<file path="config.mk">
export PLATFORM = sky130hd
export DESIGN_NAME = sav_bytecode_decompressor
export DESIGN_NICKNAME = d
export VERILOG_FILES = /design/src/hdl/sbd_pkg.sv /design/src/hdl/sav_bytecode_decompressor.sv
export SDC_FILE = /design/constraint.sdc
export NUM_CORES = 1
export LEC_CHECK = 0
export BUFFER_PORTS_ARGS = -buffer_cell sky130_fd_sc_hd__buf_2
export CAP_MARGIN = 30
export CORE_MARGIN = 5
export CORE_UTILIZATION = 50
export DETAILED_ROUTE_END_ITERATION = 10
export GPL_TIMING_DRIVEN = 0
export PLACE_DENSITY_LB_ADDON = 0.2
export SYNTH_ARGS = -nofsm -noshare
export SYNTH_HDL_FRONTEND = slang
export SYNTH_SLANG_ARGS = --single-unit
</file>
<file path="constraint.sdc">
create_clock -name clk -period 8.3 [get_ports clk]
set_input_delay 0.415 -clock clk [delete_from_list [all_inputs] [get_ports clk]]
set_output_delay 0.415 -clock clk [all_outputs]
set_load 0.005 [all_outputs]
</file>
<file path="src/hdl/sbd_pkg.sv">
package sbd_pkg;

  localparam int WORD_W = 64;
  localparam int CODE_W = 8;
  localparam int NUM_CODES = WORD_W / CODE_W;
  localparam int POS_W = $clog2(NUM_CODES) + 1;

  localparam logic [CODE_W-1:0] CODE_END     = 8'd252;
  localparam logic [CODE_W-1:0] CODE_RAW     = 8'd253;
  localparam logic [CODE_W-1:0] CODE_SPACES  = 8'd254;
  localparam logic [CODE_W-1:0] CODE_MISSING = 8'd255;
  localparam logic [CODE_W-1:0] CODE_NONE    = 8'd0;
  localparam logic [CODE_W-1:0] CODE_BIAS    = 8'd100;

  localparam logic [WORD_W-1:0] SPACES_WORD = 64'h2020_2020_2020_2020;

  // Binary64 pattern of (code - 100); magnitude is at most 151, so 8 bits.
  function automatic logic [WORD_W-1:0] code_to_double(input logic [CODE_W-1:0] code);
    logic         neg;
    logic [7:0]   mag;
    logic [2:0]   e;
    logic [51:0]  frac;
    logic [10:0]  bexp;
    neg  = (code < CODE_BIAS);
    mag  = neg ? (CODE_BIAS - code) : (code - CODE_BIAS);
    e    = 3'd0;
    for (int i = 1; i < 8; i++) begin
      if (mag[i]) e = 3'(i);
    end
    frac = {44'd0, mag << (4'd8 - {1'b0, e})} << 44;
    bexp = 11'd1023 + {8'd0, e};
    if (mag == 8'd0) code_to_double = '0;
    else code_to_double = {neg, bexp, frac};
  endfunction

endpackage

</file>
<file path="src/hdl/sav_bytecode_decompressor.sv">
// SPSS .sav bytecode decompressor.
// Input channel in_valid/in_ready carries in_word, 64 bits of the compressed
// stream with byte 0 in bits 7:0. Output channel out_valid/out_ready carries
// out_word, item_kind (1 = end marker) and last (final result until next input).
// missing_word is written through cfg_we/cfg_data; the user must write it
// only while the block is idle, as the block itself does not enforce this.
// A control word is taken and then walked one code byte per cycle while the
// receiver does not stall, by shifting it down eight bits at a time; a 253
// pauses the walk for a data word and a 252 ends it. Each result is registered.
// A data word following code 253 gives its result in the cycle after its
// transfer, and the walk of the held control block resumes the next cycle.
// The output register holds one result; while the receiver stalls the walk
// holds at a code that gives a result, and input is taken only when the walk
// is done or waits for a data word and the output register is free.
// Reset clears the state to "awaiting a control block", clears the end flag
// and sets missing_word to zero. After code 252 every later input word is
// accepted and dropped.
module sav_bytecode_decompressor
  import sbd_pkg::*;
(
  input  logic              clk,
  input  logic              rst,
  input  logic              in_valid,
  output logic              in_ready,
  input  logic [WORD_W-1:0] in_word,
  output logic              out_valid,
  input  logic              out_ready,
  output logic [WORD_W-1:0] out_word,
  output logic              item_kind,
  output logic              last,
  input  logic              cfg_we,
  input  logic [WORD_W-1:0] cfg_data
);

  typedef enum logic [1:0] {S_IDLE, S_WALK} state_t;

  state_t            state;
  logic [WORD_W-1:0] codes;       // shifts down one code per step
  logic [POS_W-1:0]  left;        // codes remaining in the shift register
  logic              ended;
  logic [WORD_W-1:0] missing_word;

  logic [CODE_W-1:0] code;
  logic              out_free;
  logic              out_load;
  logic              more_after;

  assign code     = codes[CODE_W-1:0];
  assign out_free = !out_valid || out_ready;
  assign in_ready = (state == S_IDLE) && out_free;
  assign out_load = ((state == S_IDLE) && in_valid && in_ready && !ended && (left != '0)) ||
                    ((state == S_WALK) && (code != CODE_RAW) && (code != CODE_NONE) &&
                     out_free);

  // another result follows from the codes above this one before the next raw code
  always_comb begin
    more_after = 1'b0;
    for (int i = NUM_CODES - 1; i >= 1; i--) begin
      if (codes[CODE_W*i +: CODE_W] == CODE_RAW) more_after = 1'b0;
      else if (codes[CODE_W*i +: CODE_W] != CODE_NONE) more_after = 1'b1;
    end
  end

  always_ff @(posedge clk) begin
    if (rst) begin
      state        <= S_IDLE;
      ended        <= 1'b0;
      left         <= '0;
      out_valid    <= 1'b0;
      missing_word <= '0;
    end else begin
      if (cfg_we) missing_word <= cfg_data;
      out_valid <= out_load || (out_valid && !out_ready);
      case (state)
        S_IDLE: begin
          if (in_valid && in_ready && !ended) begin
            if (left == '0) begin
              codes   <= in_word;
              left    <= POS_W'(NUM_CODES);
              state   <= S_WALK;
            end else begin
              // data word for a pending raw code
              out_word  <= in_word;
              item_kind <= 1'b0;
              last      <= !more_after;
              codes     <= codes >> CODE_W;
              left      <= left - 1'b1;
              if (left != POS_W'(1)) state <= S_WALK;
            end
          end
        end
        S_WALK: begin
          if (code == CODE_RAW) begin
            // hold position until the data word arrives
            state <= S_IDLE;
          end else if (code == CODE_NONE) begin
            codes <= codes >> CODE_W;
            left  <= left - 1'b1;
            if (left == POS_W'(1)) state <= S_IDLE;
          end else if (out_free) begin
            case (code)
              CODE_END:     out_word <= '0;
              CODE_SPACES:  out_word <= SPACES_WORD;
              CODE_MISSING: out_word <= missing_word;
              default:      out_word <= code_to_double(code);
            endcase
            item_kind <= (code == CODE_END);
            if (code == CODE_END) begin
              ended <= 1'b1;
              last  <= 1'b1;
              left  <= '0;
              state <= S_IDLE;
            end else begin
              last  <= !more_after;
              codes <= codes >> CODE_W;
              left  <= left - 1'b1;
              if (left == POS_W'(1)) state <= S_IDLE;
            end
          end
        end
        default: state <= S_IDLE;
      endcase
    end
  end

  // no input taken while a code walk is in progress
  assert property (@(posedge clk) disable iff (rst) (state == S_WALK) |-> !in_ready)
    else $error("input accepted during walk");
  // once ended, no new result is produced
  assert property (@(posedge clk) disable iff (rst)
    ($past(ended) && ended && !$past(out_valid)) |-> !out_valid)
    else $error("result after end marker");
  // a pending output is never overwritten
  assert property (@(posedge clk) disable iff (rst)
    (out_valid && !out_ready) |=> ($stable(out_word) && out_valid))
    else $error("stalled result changed");
  // the end marker is always the last result
  assert property (@(posedge clk) disable iff (rst) (out_valid && item_kind) |-> last)
    else $error("end marker without last");

endmodule
</file>
==> flow_metrics.tcl, run 1 <==
set metrics [dict create \
    path_clk_slew_ns 0.07 \
    nFillCells 1592 \
    pre_cts_slack_ns 4.32 \
    fin_skew_ns 0.0143 \
    post-route-drc-count 0 \
    synth_top_area_cell "edfxtp_1" \
    wl_met1_um 11900 \
    ys.flop_type "edfxtp_1" \
    end_kind "register" \
    clk_path_buf_depth 3 \
    grt_max_degree 15 \
    synthTopCellsByArea "edfxtp_1 41%, dfxtp_1 15%, nand2_1 11%, mux2i_1 6.9%, nor2_1 4.8%" \
    postCtsSetupBuffers 0 \
    cts_resized 0 \
    wl_per_cell_um 18.3 \
    wl_met3_um 2590 \
    rsz0062_at_grt "no" \
    synthTopCellsByCount "281 x nand2_1, 130 x edfxtp_1, 123 x nor2_1, 72 x dfxtp_1, 66 x mux2i_1" \
    place_area_mm2 0.0110 \
    synth_cell_types 64 \
    dpl.cell_count 1444 \
    power.density_mw_per_mm2 227 \
    drt-total-wl_um 27200 \
    ant_nets 0 \
    drtIter0Drc 705 \
    syn_nets 1145 \
    fin_hold_ws_ns 0.139 \
    avgSynthCellArea_um2 9.55 \
    cts_root_buffer "clkbuf_16" \
    cp_max_fo 11 \
    io_pins 201 \
    r2r_cells 13 \
    dr.pass1.iters 5 \
    drv_slew 0 \
    endpoint "out_word[44]" \
    worstSetupPathType "reg2reg" \
    dp_hpwl_um 20300 \
    post-route-period-util_pct 49.1 \
    port_buffers 198 \
    finalNetCount 1381 \
    vias 8177 \
    synth_top_area_share_pct 41.0 \
    setup_violations 0 \
    hold_class "in2reg" \
    clock_latency_ns 0.51 \
    numCtsBuffers 22 \
    maxCapViolations 0 \
    route.met2.wl_um 11800 \
    ys_seq_elements 202 \
    leakagePower_nw 5.08 \
    slew_headroom_pct 37.6 \
    finalHoldViolations 0 \
    cts_tree "yes" \
    peakVddDrop_v 0.000133 \
    whs_path_depth 3 \
    power_w 0.00265 \
    final_area_mm2 0.0117 \
    fmax_mhz 245 \
    worstSetupStartpoint "codes[0]" \
    grt_first_pass_wirelength_um 42100 \
    clock_sinks 202 \
    grt_pass1_vias 7910 \
    highest_layer "met4" \
    crit_required_ns 8.53 \
    yosysSeqAreaShare_pct 56.1 \
    start_kind "register" \
    die_width_um 148 \
    r2r-end "out_word[44]" \
    setup_ws_ns 4.22 \
    ff_latch_area_mm2 0.00535 \
    drive_above_1_share_pct 21.4 \
    stdcell_count 1485 \
    synth_most_common_cell "nand2_1" \
    area_growth_pct 22.7 \
    outcome "complete, no violations" \
    antenna_found_initial 1 \
    ctsHtreeMaxLevel 1 \
    worstMarginPinSlew_ns 0.936 \
    multi_input_area_mm2 0.00391 \
    die_area_mm2 0.0219 \
    rows 50 \
    cp.arrival_ns 4.30 \
    track_usage_pct 24.1 \
    coreArea_mm2 0.0188 \
    viasPerCell 5.51 \
    die_h_um 148 \
    yosys_warnings 0 \
    postCtsHoldBufs 0 \
    min_period_ns 4.08 \
    synth_enable_flop_cells 130 \
    synthCells 998 \
    initial_core_util_pct 50.8 \
    rr_startpoint "codes[0]" \
    netlist_area_mm2 0.00953 \
    rrSetupSlack_ns 4.22 \
    async_reset_ff_share_pct 0 \
    overflow 0 \
    place.gp.congestion 0.911 \
]
-- metal layers --
metal / track usage [%] / vias to the layer above
met4: 8.64 / 0
met3: 4.91 / 54
met2: 36.2 / 384
met1: 34.9 / 3792
met5: 0 / -
li1: - / 3947
-- report_power, final --
group          internal, W  switching (W)
Sequential         0.00116      0.0000366
Clock             0.000548       0.000403
Combinational     0.000183       0.000321
-- cell type report --
cell class	instances	area share, %
antenna	1	0.0214
inverter	16	0.535
buffer	55	1.90
clock inverter	13	0.888
clock buffer	27	5.14
multi-input combinational	725	33.5
timing repair buffer	212	9.85
tap	234	2.50
sequential	202	45.7
-- how the worst min path moves through the flow --
stage                            start  slack (ns)                to
after global routing       cfg_data[9]        0.14   missing_word[9]
final                     cfg_data[60]        0.14  missing_word[60]
after global placement           ended        0.47             ended
after CTS                 cfg_data[18]        0.13  missing_word[18]
after floorplan                  ended        0.43             ended
after detailed placement         ended        0.47             ended
-- kinds of logic after synthesis --
logic type | count (synthesis) | share of synthesized area (%)
AOI/OAI and AO/OA | 105 | 7.44
xor gates and xnor gates | 7 | 0.722
adders and majority gates | 14 | 1.84
buffers and inverters | 71 | 2.99
DFF | 202 | 56.1
muxes | 68 | 7.28
other | 1 | 0.0393
and+or+nand+nor | 530 | 23.6
-- worst max-delay path: stages, from the launching register on --
cell,delay (ns)
edfxtp_1,0.51
inv_1,0.21
ha_1,0.26
a21oi_1,0.44
o211ai_1,0.14
a21oi_1,0.22
nor3_2,0.13
o221ai_4,0.33
inv_4,0.14
ha_1,0.39
clkbuf_1,0.36
nor3_1,0.16
a32oi_1,0.35
a21oi_1,0.13
-- layout by cell type, fill, tap and decap left out, drive strengths merged, types with 3 or more instances in the layout --
cell / Yosys / layout
o31ai: 4 / 4
clkinv: 0 / 9
o21ai: 17 / 17
edfxtp: 130 / 130
a211oi: 5 / 5
dfxtp: 72 / 72
nand4: 9 / 9
a221oi: 7 / 7
nand2: 281 / 281
o22ai: 3 / 3
ha: 14 / 14
a31oi: 11 / 11
nor4: 14 / 14
xnor2: 5 / 5
nand4b: 5 / 5
nor3: 19 / 19
clkbuf: 49 / 76
and2: 13 / 13
nand3: 52 / 52
clkinvlp: 0 / 3
mux2i: 66 / 66
a21oi: 37 / 37
nor2: 123 / 123
buf: 6 / 218
inv: 16 / 16
nand2b: 4 / 4
-- per-stage QoR --
stage / TNS (ns) / utilization, %
finish: 0 / 62.3
global route: 0 / 62.3
CTS: 0 / 62.3
detailed placement: 0 / 58.5
global placement: -82.71 / 57.6
floorplan: 0 / -
-- flip-flops by register name (all words and copies together) (netlist names) --
signal,flops
codes,64
ended,1
item_kind,1
last,1
left,4
missing_word,64
out_valid,1
out_word,64
state,2
(Power assumes the default switching activity.)
==> run 2: changes to the inputs <==
clock period = 4.14 ns   (was 8.3 ns; I/O delays follow)
==> run 2 against run 1 <==
Net effect: hold slack lost 0.14 ns; die area is the same; clock skew barely moved; flip-flop and latch count is the same; via count increased by 6.2%; core utilization rose by 5.9 points; sequential share of layout area shrank 4.0 points; critical path depth up 1; count of clock-buffer cells in the layout increased by 9; wire length up 7.0%; sequential power up 100%.
==> flow_metrics.tcl, run 2 (synthesized netlist as in run 1, its figures left out) <==
set metrics [dict create \
    outcome "complete, no violations" \
    grt_pass1_vias 8629 \
    nFillCells 1481 \
    wl_per_cell_um 18.4 \
    cp.arrival_ns 4.17 \
    clock_latency_ns 0.52 \
    dpl.cell_count 1438 \
    layout_common_cells "281 x nand2_1, 199 x buf_2, 130 x edfxtp_1" \
    min_period_ns 3.93 \
    power.density_mw_per_mm2 424 \
    rsz0062_at_grt "no" \
    post-route-period-util_pct 94.9 \
    io_pins 201 \
    power_w 0.00543 \
    grt_first_pass_wirelength_um 45300 \
    area_growth_pct 34.3 \
    slew_headroom_pct 35.5 \
    postCtsSetupBuffers 0 \
    viasPerCell 5.47 \
    vias 8687 \
    setup_violations 0 \
    clock_sinks 202 \
    worstMarginPinSlew_ns 0.964 \
    worstSetupPathType "reg2reg" \
    port_buffers 198 \
    drtIter0Drc 650 \
    rows 50 \
    overflow 0 \
    drt-total-wl_um 29100 \
    die_area_mm2 0.0219 \
    fmax_mhz 255 \
    largestRegisters "codes: 64 flops, missing_word: 64 flops, out_word: 64 flops" \
    dp_hpwl_um 20300 \
    die_width_um 148 \
    grt_max_degree 22 \
    maxCapViolations 0 \
    start_kind "register" \
    end_kind "register" \
    final_common_cell "nand2_1" \
    stdcell_count 1587 \
    leakagePower_nw 5.53 \
    ctsHtreeMaxLevel 1 \
    place.gp.congestion 0.932 \
    initial_core_util_pct 50.8 \
    finalNetCount 1483 \
    die_h_um 148 \
    numCtsBuffers 23 \
    diodes 0 \
    final_util_pct 68.2 \
    clk_path_buf_depth 3 \
    antenna_found_initial 0 \
    cts_root_buffer "clkbuf_16" \
    dr.pass1.iters 7 \
    crit_required_ns 4.38 \
    ant_nets 0 \
    coreArea_mm2 0.0188 \
    path_clk_slew_ns 0.07 \
    cts_tree "yes" \
    peakVddDrop_v 0.000268 \
    hold_class "in2reg" \
    fin_skew_ns 0.0147 \
    finalHoldViolations 0 \
    drv_slew 0 \
    drive_above_1_share_pct 19.4 \
    post-route-drc-count 0 \
    cp_max_fo 11 \
    track_usage_pct 25.8 \
]
## run 2: cell count changes in the layout (fill, tap and decap cells not counted), moves of 2 or more
cell and delta:
buf_16 +3, buf_6 -11, buf_8 +3, clkbuf_1 +5
clkbuf_2 +2, clkbuf_8 +2, clkinv_2 -3, clkinvlp_4 -3
dlygate4sd3_1 +106, nor3_2 -3, nor3_4 +3
## run 2: metal layers
| metal | global-route usage, % | vias to the layer above | routed length (um) |
|---|---|---|---|
| li1 | - | 4153 | - |
| met2 | 42.3 | 452 | 13700 |
| met1 | 35.9 | 4034 | 12300 |
| met5 | 0 | - | 0 |
| met3 | 3.96 | 48 | 2430 |
| met4 | 7.39 | 0 | 673 |
## run 2: critical path, stage by stage (launching register included)
cell	delay (ns)
edfxtp_1	0.43
buf_2	0.21
inv_1	0.14
ha_1	0.23
and2b_1	0.22
o21ai_2	0.10
a211o_1	0.35
and2_4	0.20
o221ai_4	0.31
inv_4	0.13
ha_1	0.40
inv_2	0.17
mux4_2	0.36
a32oi_1	0.27
a21oi_1	0.12
## run 2: timing repair
action | CTS | global route
setup endpoints to repair | 0 | 7
resized for setup | 0 | 10
hold endpoints to repair | 133 | 0
hold buffers | 106 | 0
## run 2: through the flow
step           cell area [um2]  setup TNS, ns  hold slack (ns)  setup WS (ns)
5_1_grt                  12800              0           0.0102        0.00621
3_5_place_dp             11000              0            0.449         0.0867
6_report                 12800              0         0.000420          0.212
4_1_cts                  12700              0          0.00114         0.0829
2_1_floorplan             9560              0            0.354          0.640
3_3_place_gp             10800         -54.18            0.440         -0.445
## run 2: final timing paths
path | cells past startpoint | slack, ns | startpoint | end
worst max-delay path | 14 | 0.21 | codes[2] | out_word[47]
worst min-delay path | 3 | 0.0004 | in_word[1] | codes[1]
worst max register to register | 14 | 0.21 | codes[2] | out_word[47]
worst min register to register | 2 | 0.49 | ended | ended
## run 2: final cells by class
type / instances / area, um2 / share of cell area, %
Sequential cell: 202 / 5350 / 41.8
Multi-Input combinational cell: 725 / 3960 / 30.9
Timing Repair Buffer: 313 / 2220 / 17.3
Clock buffer: 36 / 654 / 5.11
Tap cell: 234 / 293 / 2.29
Buffer: 55 / 225 / 1.76
Inverter: 16 / 62.6 / 0.489
Clock inverter: 6 / 45.0 / 0.352
## run 2: power breakdown
group	internal [W]	total, W	switching [W]
logic	0.000442	0.00111	0.000673
registers	0.00233	0.00241	0.0000741
clock network	0.00109	0.00191	0.000814
